## src/rtl/lpt_pkg.sv

```systemverilog
`timescale 1ns / 1ps
// ----------------------------------------------------------------------------
// lpt_pkg
// Shared constants and controller/datapath interface types for the LRU page
// tracker.
// ----------------------------------------------------------------------------
package lpt_pkg;

  localparam int MAX_ENTRIES = 8;
  localparam int PAGE_BITS   = 16;
  localparam int IDX_W       = $clog2(MAX_ENTRIES);
  localparam int OCC_W       = $clog2(MAX_ENTRIES + 1);
  localparam int CAP_W       = 4;
  localparam int POS_W       = 3;
  localparam int OUT_PAGE_W  = 16;
  localparam int IN_TDATA_W  = 16;
  localparam int OUT_TDATA_W = 40;
  localparam int OUT_TUSER_W = 2;

  localparam logic [CAP_W-1:0] CAPACITY_RESET = CAP_W'(3);

  // Commands from the controller to the datapath
  typedef struct packed {
    logic load_page;  // capture the incoming request
    logic update;     // search, evict and reorder the list
    logic emit;       // load the next list entry into the output register
  } lpt_cmd_t;

  // Status from the datapath to the controller
  typedef struct packed {
    logic out_free;   // output register can take a new entry
    logic last_pos;   // current read position is the tail
  } lpt_status_t;

endpackage

```

## src/rtl/lpt_ctrl.sv

```systemverilog
`timescale 1ns / 1ps
// ----------------------------------------------------------------------------
// lpt_ctrl
// Controller: accepts one request, runs the list update, then walks the list
// out one entry per free output slot.
// ----------------------------------------------------------------------------
module lpt_ctrl
  import lpt_pkg::*;
(
  input  logic        clk,
  input  logic        rst,
  input  logic        s_axis_tvalid,
  output logic        s_axis_tready,
  input  lpt_status_t status,
  output lpt_cmd_t    cmd
);

  typedef enum logic [1:0] {
    ST_IDLE,
    ST_UPDATE,
    ST_EMIT
  } state_t;

  state_t state;
  state_t state_next;

  // Decode commands and next state
  always_comb begin
    cmd           = '0;
    s_axis_tready = 1'b0;
    state_next    = state;
    unique case (state)
      ST_IDLE: begin
        s_axis_tready = 1'b1;
        if (s_axis_tvalid) begin
          cmd.load_page = 1'b1;
          state_next    = ST_UPDATE;
        end
      end
      ST_UPDATE: begin
        cmd.update = 1'b1;
        state_next = ST_EMIT;
      end
      ST_EMIT: begin
        if (status.out_free) begin
          cmd.emit = 1'b1;
          if (status.last_pos) begin
            state_next = ST_IDLE;
          end
        end
      end
      default: state_next = ST_IDLE;
    endcase
  end

  // Hold state
  always_ff @(posedge clk) begin
    if (rst) begin
      state <= ST_IDLE;
    end else begin
      state <= state_next;
    end
  end

endmodule

```

## src/rtl/lpt_datapath.sv

```systemverilog
`timescale 1ns / 1ps
// ----------------------------------------------------------------------------
// lpt_datapath
// Datapath: resident page list, occupancy, capacity register, parallel tag
// match, one read port shared by eviction and emission, output register.
// ----------------------------------------------------------------------------
module lpt_datapath
  import lpt_pkg::*;
(
  input  logic                   clk,
  input  logic                   rst,
  input  logic                   cfg_wen,
  input  logic [CAP_W-1:0]       cfg_wdata,
  input  logic [PAGE_BITS-1:0]   in_page,
  input  lpt_cmd_t               cmd,
  output lpt_status_t            status,
  output logic                   out_valid,
  input  logic                   out_ready,
  output logic [POS_W-1:0]       out_position,
  output logic [OUT_PAGE_W-1:0]  out_entry_page,
  output logic                   out_last,
  output logic                   out_hit,
  output logic                   out_evicted_valid,
  output logic [OUT_PAGE_W-1:0]  out_evicted_page
);

  logic [PAGE_BITS-1:0] entries [MAX_ENTRIES];
  logic [PAGE_BITS-1:0] page;
  logic [OCC_W-1:0]     occ;
  logic [CAP_W-1:0]     capacity;
  logic [IDX_W-1:0]     pos;
  logic                 hit;
  logic                 ev_valid;
  logic [PAGE_BITS-1:0] ev_page;

  logic [OCC_W-1:0]     cap_eff;
  logic                 found;
  logic [IDX_W-1:0]     where;
  logic                 full;
  logic [OCC_W-1:0]     occ_next;
  logic [OCC_W-1:0]     shift_top;
  logic [IDX_W-1:0]     rd_addr;
  logic [PAGE_BITS-1:0] rd_data;

  // Clamp the capacity to 1..MAX_ENTRIES
  always_comb begin
    if (capacity == '0) begin
      cap_eff = OCC_W'(1);
    end else if (OCC_W'(capacity) > OCC_W'(MAX_ENTRIES)) begin
      cap_eff = OCC_W'(MAX_ENTRIES);
    end else begin
      cap_eff = OCC_W'(capacity);
    end
  end

  // Match the page against every resident entry, lowest position wins
  always_comb begin
    found = 1'b0;
    where = '0;
    for (int i = MAX_ENTRIES - 1; i >= 0; i--) begin
      if ((OCC_W'(i) < occ) && (entries[i] == page)) begin
        found = 1'b1;
        where = IDX_W'(i);
      end
    end
  end

  // Work out the new occupancy and how far the list shifts back
  always_comb begin
    full = (occ >= cap_eff);
    if (found) begin
      occ_next  = occ;
      shift_top = OCC_W'(where);
    end else begin
      occ_next  = full ? cap_eff : occ + OCC_W'(1);
      shift_top = occ_next - OCC_W'(1);
    end
  end

  // Shared read port: tail during the update, walk position while emitting
  assign rd_addr = cmd.emit ? pos : (occ[IDX_W-1:0] - IDX_W'(1));
  assign rd_data = entries[rd_addr];

  assign status.out_free = !out_valid || out_ready;
  assign status.last_pos = ((OCC_W'(pos) + OCC_W'(1)) == occ);

  // Capacity register
  always_ff @(posedge clk) begin
    if (rst) begin
      capacity <= CAPACITY_RESET;
    end else if (cfg_wen) begin
      capacity <= cfg_wdata;
    end
  end

  // Capture the request
  always_ff @(posedge clk) begin
    if (cmd.load_page) begin
      page <= in_page;
    end
  end

  // Reorder the list: shift back up to the hit or insert point, new page at front
  always_ff @(posedge clk) begin
    if (cmd.update) begin
      entries[0] <= page;
      for (int i = 1; i < MAX_ENTRIES; i++) begin
        if (OCC_W'(i) <= shift_top) begin
          entries[i] <= entries[i-1];
        end
      end
    end
  end

  // Occupancy, read position and per-request flags
  always_ff @(posedge clk) begin
    if (rst) begin
      occ <= '0;
      pos <= '0;
    end else begin
      if (cmd.update) begin
        occ <= occ_next;
        pos <= '0;
      end else if (cmd.emit) begin
        pos <= pos + IDX_W'(1);
      end
    end
  end

  always_ff @(posedge clk) begin
    if (cmd.update) begin
      hit      <= found;
      ev_valid <= !found && full;
      ev_page  <= (!found && full) ? rd_data : '0;
    end
  end

  // Output register
  always_ff @(posedge clk) begin
    if (rst) begin
      out_valid <= 1'b0;
    end else if (cmd.emit) begin
      out_valid <= 1'b1;
    end else if (out_ready) begin
      out_valid <= 1'b0;
    end
  end

  always_ff @(posedge clk) begin
    if (cmd.emit) begin
      out_position      <= POS_W'(pos);
      out_entry_page    <= OUT_PAGE_W'(rd_data);
      out_last          <= status.last_pos;
      out_hit           <= hit;
      out_evicted_valid <= ev_valid;
      out_evicted_page  <= OUT_PAGE_W'(ev_page);
    end
  end

endmodule

```

## src/rtl/lru_page_tracker_top.sv

```systemverilog
`timescale 1ns / 1ps
// ----------------------------------------------------------------------------
// lru_page_tracker_top
// Least-recently-used tracker of resident pages. Each request references one
// page; the list is reordered and then sent out head to tail.
//
//   Channel   Direction  Payload
//   s_axis    in         tdata[15:0] page
//   m_axis    out        tdata: position, entry_page, evicted_page; tlast:
//                        last_entry; tuser: hit, evicted_valid
//   cfg       in         cfg_wdata[3:0] capacity, written when cfg_wen is high
//
// A request is accepted, then searched and reordered, then walked out entry
// by entry through the output register. A stalled output holds the walk; a
// new request is taken once the tail entry sits in the output register.
// Reset empties the list and sets capacity to 3.
// ----------------------------------------------------------------------------
module lru_page_tracker_top
  import lpt_pkg::*;
(
  input  logic                   clk,
  input  logic                   rst,
  input  logic                   cfg_wen,
  input  logic [CAP_W-1:0]       cfg_wdata,      // capacity
  input  logic                   s_axis_tvalid,
  output logic                   s_axis_tready,
  input  logic [IN_TDATA_W-1:0]  s_axis_tdata,   // [15:0] page
  output logic                   m_axis_tvalid,
  input  logic                   m_axis_tready,
  output logic [OUT_TDATA_W-1:0] m_axis_tdata,   // [2:0] position, [18:3] entry_page,
                                                 // [34:19] evicted_page, [39:35] zero
  output logic                   m_axis_tlast,   // last_entry
  output logic [OUT_TUSER_W-1:0] m_axis_tuser    // [0] hit, [1] evicted_valid
);

  lpt_cmd_t              cmd;
  lpt_status_t           status;
  logic [POS_W-1:0]      position;
  logic [OUT_PAGE_W-1:0] entry_page;
  logic [OUT_PAGE_W-1:0] evicted_page;
  logic                  hit;
  logic                  evicted_valid;

  lpt_ctrl u_ctrl (
    .clk           (clk),
    .rst           (rst),
    .s_axis_tvalid (s_axis_tvalid),
    .s_axis_tready (s_axis_tready),
    .status        (status),
    .cmd           (cmd)
  );

  lpt_datapath u_datapath (
    .clk               (clk),
    .rst               (rst),
    .cfg_wen           (cfg_wen),
    .cfg_wdata         (cfg_wdata),
    .in_page           (PAGE_BITS'(s_axis_tdata)),
    .cmd               (cmd),
    .status            (status),
    .out_valid         (m_axis_tvalid),
    .out_ready         (m_axis_tready),
    .out_position      (position),
    .out_entry_page    (entry_page),
    .out_last          (m_axis_tlast),
    .out_hit           (hit),
    .out_evicted_valid (evicted_valid),
    .out_evicted_page  (evicted_page)
  );

  // Pack the result fields, lowest field first
  assign m_axis_tdata = {5'b0, evicted_page, entry_page, position};
  assign m_axis_tuser = {evicted_valid, hit};

endmodule
```

## config.mk

```make
export PLATFORM = sky130hd
export DESIGN_NAME = lru_page_tracker_top
export DESIGN_NICKNAME = d
export VERILOG_FILES = /design/src/rtl/lpt_pkg.sv /design/src/rtl/lpt_ctrl.sv /design/src/rtl/lpt_datapath.sv /design/src/rtl/lru_page_tracker_top.sv
export SDC_FILE = /design/constraint.sdc
export NUM_CORES = 1
export LEC_CHECK = 0
export ABC_AREA = 1
export BUFFER_PORTS_ARGS = -buffer_cell sky130_fd_sc_hd__buf_2
export CAP_MARGIN = 10
export CORE_ASPECT_RATIO = 0.9
export CORE_MARGIN = 2
export CORE_UTILIZATION = 40
export DETAILED_ROUTE_END_ITERATION = 10
export GPL_ROUTABILITY_DRIVEN = 0
export GPL_TIMING_DRIVEN = 0
export PLACE_DENSITY = 0.68
export SYNTH_ARGS = -nofsm -noshare
export SYNTH_HDL_FRONTEND = slang
export SYNTH_SLANG_ARGS = --single-unit
```

## constraint.sdc

```tcl
create_clock -name clk -period 3.1 [get_ports clk]
set_input_delay 0.465 -clock clk [delete_from_list [all_inputs] [get_ports clk]]
set_output_delay 0.465 -clock clk [all_outputs]
set_load 0.005 [all_outputs]
```

**After elaboration in Yosys (flattened, before gate mapping)**

Memory sizes are Yosys's and may differ from the RTL's.
Cells that the tools add are included.

- Flip-flop bits (word level): 86
- Input bits: 25
- Output and inout bits: 45
- Bits in writable memories: 128
- Word-level logic and storage cells: 127
- Memories: 1

Memories:

| memory | words | bits a word | rd ports | clocked after Yosys merged registers in | wr ports | RTL line | text |
|---|---|---|---|---|---|---|---|
| u_datapath.entries | 8 | 16 | 9 | 0 | 8 | lpt_datapath.sv:27 | `logic [PAGE_BITS-1:0] entries [MAX_ENTRIES];` |

- $lt $le $gt $ge: 17
- Bitwise gates (word level): 1
- Reduce and logical (&&, ||, !) cells: 18
- $add $sub $neg: 5
- Equal/unequal tests: 14
- Multiplexer cells: 56

Operator list:

| kind | number |
|---|---|
| $eq A16 B16 Y1 | 8 |
| $mux W1 | 39 |
| $mux W3 | 9 |
| $le A3 B4 Y1 const A | 4 |
| $lt A3 B4 Y1 const A | 4 |
| $mux W4 | 4 |
| $logic_and A1 B1 Y1 | 9 |
| $le A2 B4 Y1 const A | 2 |
| $lt A1 B4 Y1 const A | 2 |
| $lt A2 B4 Y1 const A | 2 |
| $mux W2 | 3 |
| $ne A2 B2 Y1 const B | 3 |
| $pmux W2 S3 | 1 |
| $add A3 B1 Y4 const B | 1 |
| $add A4 B1 Y4 const B | 1 |
| $eq A4 B4 Y1 | 1 |
| $ge A4 B4 Y1 | 1 |
| $gt A4 B4 Y1 const B | 1 |
| $le A1 B4 Y1 const A | 1 |
| $logic_not A4 Y1 | 1 |
| $sub A4 B1 Y4 const B | 1 |
| $add A3 B1 Y3 const B | 1 |
| $reduce_and A3 Y1 | 1 |
| $sub A3 B1 Y3 const B | 1 |
| 9 further kinds | 10 |

**Depth between registers and ports, before layout**

An unclocked memory read counts as a cell.

- Word-level depth: 16
- Mapped depth: 22
- Mapped depth without buffers: 22

**By module**

A second synthesis with hierarchy kept.

- Cells, all modules: 1030
- Area, all modules: 10393.7 µm²

Modules (own cells, without submodules):

| module | instances | seq. area each (µm²) | area an instance (µm²) | cells each |
|---|---|---|---|---|
| lpt_datapath | 1 | 6246.0 | 10232.3 | 1007 |
| lpt_ctrl | 1 | 40.0 | 105.1 | 15 |
| lru_page_tracker_top | 1 | 0.0 | 56.3 | 8 |

**Least setup slack after synthesis**

No wires, ideal clock.

- Kind: flip-flop to flip-flop
- From: reg u_datapath.capacity[1]
- To: mem u_datapath.entries[5][0], enable pin
- Required time: 2.736 ns
- Setup time: 0.364 ns
- Path slack: -0.139 ns
- Arrival: 2.875 ns
- Stages on the path, launching flop included: 18
- Period minus slack after synthesis: 3.239 ns
- Path buffers: 0
- Path through: dfxtp_1 nor3_1 o21ai_0 inv_1 ha_1 nand4_2 nand3_2 nand2_1 nand2_1 ha_1 xor2_1 inv_1 o21ai_2 nand2_2 nand2_2 inv_1 nand2_1 inv_1

RTL lines:

| element | RTL line | text |
|---|---|---|
| start, declared | lpt_datapath.sv:30 | `logic [CAP_W-1:0] capacity;` |
| start signal, assigned | lpt_datapath.sv:92 | `capacity <= cfg_wdata;` |
| end, declared | lpt_datapath.sv:27 |  |

==> flow_metrics.py <==
metrics = {
    "clock_tree": {
        "cts.sinks": 214,
        "cts_root_buf": "clkbuf_16",
        "clk_pin_slew_worst_paths_ns": 0.06,
        "tritoncts": "yes",
        "ctsLongestPathBuffers": 3,
        "hold_buffers": 0,
        "clock_latency_ns": 0.52,
        "numCtsBuffers": 24,
        "htree_num_levels": 1,
    },
    "die": {
        "num_rows": 58,
        "dieArea_um2": 29730,
        "io_pins": 70,
        "core-area_um2": 27940,
        "initial_core_util_pct": 40.61,
        "die_h_um": 163.8,
        "dieWidth_um": 181.5,
    },
    "run": {
        "max-cap-violations": 0,
    },
    "synthesis": {
        "synthCells": 1280,
        "avgSynthCellArea_um2": 8.864,
        "ys_seq_elements": 214,
        "synth-edff-count": 200,
        "ys_top_cells_by_area": "edfxtp_1 (53%), nand2_1 (12%), inv_1 (5.3%)",
        "postSynth.asyncResetShare_pct": 0,
        "yosysWarnings": 0,
        "synth.distinct_cells": 46,
        "synthFlopType": "edfxtp_1",
        "synth_top_cell_by_area": "edfxtp_1",
        "synth_top_area_share_pct": 52.93,
        "netlist_area_um2": 11350,
        "yosysSeqAreaShare_pct": 55.40,
    },
    "sta": {
        "setup_violations": 0,
        "fmax_mhz": 346.1,
        "period_minus_slack_ns": 2.889,
        "worst_pin_slew_ns": 0.8905,
        "min_period_over_period_pct": 93.21,
        "setup_tns_ns": 0,
        "setup_slack_ns": 0.2105,
        "rsz0062_at_grt": "no",
        "clock_skew_ns": 0.008969,
        "finalMaxSlewViolations": 0,
        "hold_viol": 0,
        "holdWs_ns": 0.1219,
        "slew_headroom_pct": 40.55,
    },
    "critical_path": {
        "crit_path_start_kind": "flop",
        "path_max_fanout": 11,
        "cp-end-kind": "flop",
        "cp_data_arrival_time_ns": 3.26,
        "worst-setup-path-type": "reg2reg",
        "path_cells": "inv_2 -> nor2_2 -> inv_2 -> nor2_8 -> inv_4 -> o21ai_2 -> buf_6 -> buf_2 -> o21ai_0 -> o22ai_1 -> nand2_1 -> a21oi_1",
        "slowest_delay_ns": 0.40,
        "worst_path_max_delay_cell": "dfxtp_1",
        "required_ns": 3.47,
        "cp_common_cell": "inv_2",
        "r2r_setup_slack_ns": 0.21,
    },
    "pwr": {
        "p_leak_nw": 5.749,
        "ir_drop_mv": 0.4005,
        "powerDensity_nw_per_um2": 649.5,
        "p_sw_mw": 2.658,
        "p_sw_share_pct": 31.12,
        "combPwrFrac_pct": 23.3,
        "power_mw": 8.542,
        "intPower_mw": 5.884,
        "seq_power_share_pct": 43.0,
        "power_frac_clock_pct": 33.6,
    },
    "place": {
        "dpl.cell_count": 1709,
        "placed_area_um2": 12180,
        "dp_hpwl_um": 22440,
        "io_buffers": 64,
        "pre_cts_ws_ns": -0.4811,
    },
    "routing": {
        "routed_via_density": 5.129,
        "antenna_left": 0,
        "via_count": 9048,
        "routed_wirelength_um": 30160,
        "drc": 0,
        "wl_per_cell_um": 17.10,
        "first_pass_iters": 6,
        "drtIter0Drc": 1226,
    },
    "final_layout": {
        "final_layout_size_suffix_gt1_share_pct": 18.02,
        "n_fill_cell": 2586,
        "post-route-util_pct": 47.07,
        "final_area_um2": 13150,
        "final_cells": 1764,
        "fin_nets": 1420,
        "diodes": 0,
        "area_growth_pct": 15.91,
    },
    "global_routing": {
        "grt_max_degree": 43,
        "grt_pass1_vias": 8254,
        "grt-ovfl-total": 0,
        "grt_antenna_before_repair": 0,
        "grt_pass1_wl_um": 45560,
        "grt_usage_pct": 19.94,
    },
    "status": {
        "status": "finished, final reports clean",
    },
    "min_path": {
        "hold_path.class": "in2reg",
    },
}
## final cells by class
class | instances | area [um^2] | share of cell area [%]
Multi-Input combinational cell | 839 | 4119 | 31.32
Buffer | 47 | 322.8 | 2.455
Clock buffer | 28 | 636.9 | 4.843
Tap cell | 360 | 450.4 | 3.425
Sequential cell | 214 | 6290 | 47.83
Timing Repair Buffer | 74 | 449.2 | 3.415
Clock inverter | 16 | 160.2 | 1.218
Inverter | 186 | 723.2 | 5.499
## power by group through the flow
stage | clock (mW) | sequential, mW | combinational (mW)
floorplan | 0 | 3.69 | 1.32
global placement | 0 | 3.72 | 1.83
detailed placement | 0 | 3.73 | 1.87
CTS | 2.92 | 3.67 | 1.92
global route | 3.03 | 3.70 | 2.19
finish | 2.87 | 3.68 | 1.99
## repair_timing
item                                    4_1_cts  5_1_grt
pin swaps                                     1        4
endpoints found under the setup margin       91      124
resized for setup                             2       14
cloned                                        0        2
setup buffers                                 7        2
## cell usage in the layout (no fill, tap or decap), types with 8 or more instances in the layout
cell type and count:
dfxtp_1 11, nor2_1 142, edfxtp_1 200, o21ai_0 55
nand3_1 36, clkinv_2 8, nand2_2 13, o21ai_1 45
o22ai_1 9, buf_4 25, o21ai_2 16, a21oi_1 39
buf_2 83, nand4_1 25, inv_2 27, ha_1 9
clkbuf_16 25, inv_1 151, xor2_1 19, nand2_1 354
xnor2_1 23
## path summary, 6_finish.rpt
| path | cells after the start | from | end |
|---|---|---|---|
| worst max-delay path | 12 | u_ctrl.state[1]$_SDFFE_PP0P_ | u_datapath.ev_page[15]$_SDFFCE_PN0P_ |
| worst min-delay path | 1 | s_axis_tdata[15] | u_datapath.page[15]$_DFFE_PP_ |
| worst max register to register | 12 | u_ctrl.state[1]$_SDFFE_PP0P_ | u_datapath.ev_page[15]$_SDFFCE_PN0P_ |
| worst min register to register | 0 | u_datapath.ev_page[2]$_SDFFCE_PN0P_ | u_datapath.out_evicted_page[2]$_DFFE_PP_ |
## sequential cells by signal, summed over array words and instances, names as in the netlist
| name | cells |
|---|---|
| u_datapath.out_valid | 1 |
| u_datapath.page | 16 |
| u_datapath.occ | 4 |
| u_datapath.out_position | 3 |
| u_datapath.out_hit | 1 |
| u_datapath.out_evicted_valid | 1 |
| u_datapath.entries | 128 |
| u_ctrl.state | 2 |
| u_datapath.capacity | 4 |
| u_datapath.hit | 1 |
| u_datapath.ev_valid | 1 |
| u_datapath.ev_page | 16 |
| u_datapath.pos | 3 |
| u_datapath.out_last | 1 |
| u_datapath.out_entry_page | 16 |
| u_datapath.out_evicted_page | 16 |
## synth_stat cells (2+ instances only)
master,instances
buf_4,20
nand2_1,358
nor2_4,2
ha_1,9
o22ai_1,9
nand4_1,25
nand3b_1,2
o21ai_2,16
or2_0,2
nand2_4,4
xnor2_1,23
nand2_2,10
nor4_1,3
or2_1,2
nand3_2,5
nor2_2,5
dfxtp_1,14
edfxtp_1,200
inv_2,24
o21ai_1,44
nand3_1,36
o21ai_0,56
buf_6,6
a21oi_1,39
nor2_1,143
inv_1,160
xor2_1,19
nor3_1,7
buf_2,19
nor2_8,2
## cell families (layout without fill, tap and decap cells)
logic type,Yosys count,after routing,share of synthesized area (%)
AND/OR/NAND/NOR,612,614,23.00
buffers and inverters,233,351,9.010
flip-flops,214,214,55.40
AO/OA/AOI/OAI,169,169,8.315
XOR/XNOR,42,42,3.242
adder cells (fa/ha/maj),9,9,0.9925
other,1,5,0.03305
## critical path, delay by kind of cell, from the launching register on
| kind | cells | cell delay, ns |
|---|---|---|
| simple gates | 3 | 0.54 |
| flops | 1 | 0.40 |
| compound gates | 4 | 0.95 |
| buf+inv | 5 | 0.85 |
## metal layers
layer / track usage, % / wire [um]
met5: 0 / 0
met4: 6.504 / 961
met3: 3.548 / 3449
met2: 29.68 / 12500
met1: 29.47 / 13240
Power figures use the tool's default switching activity.
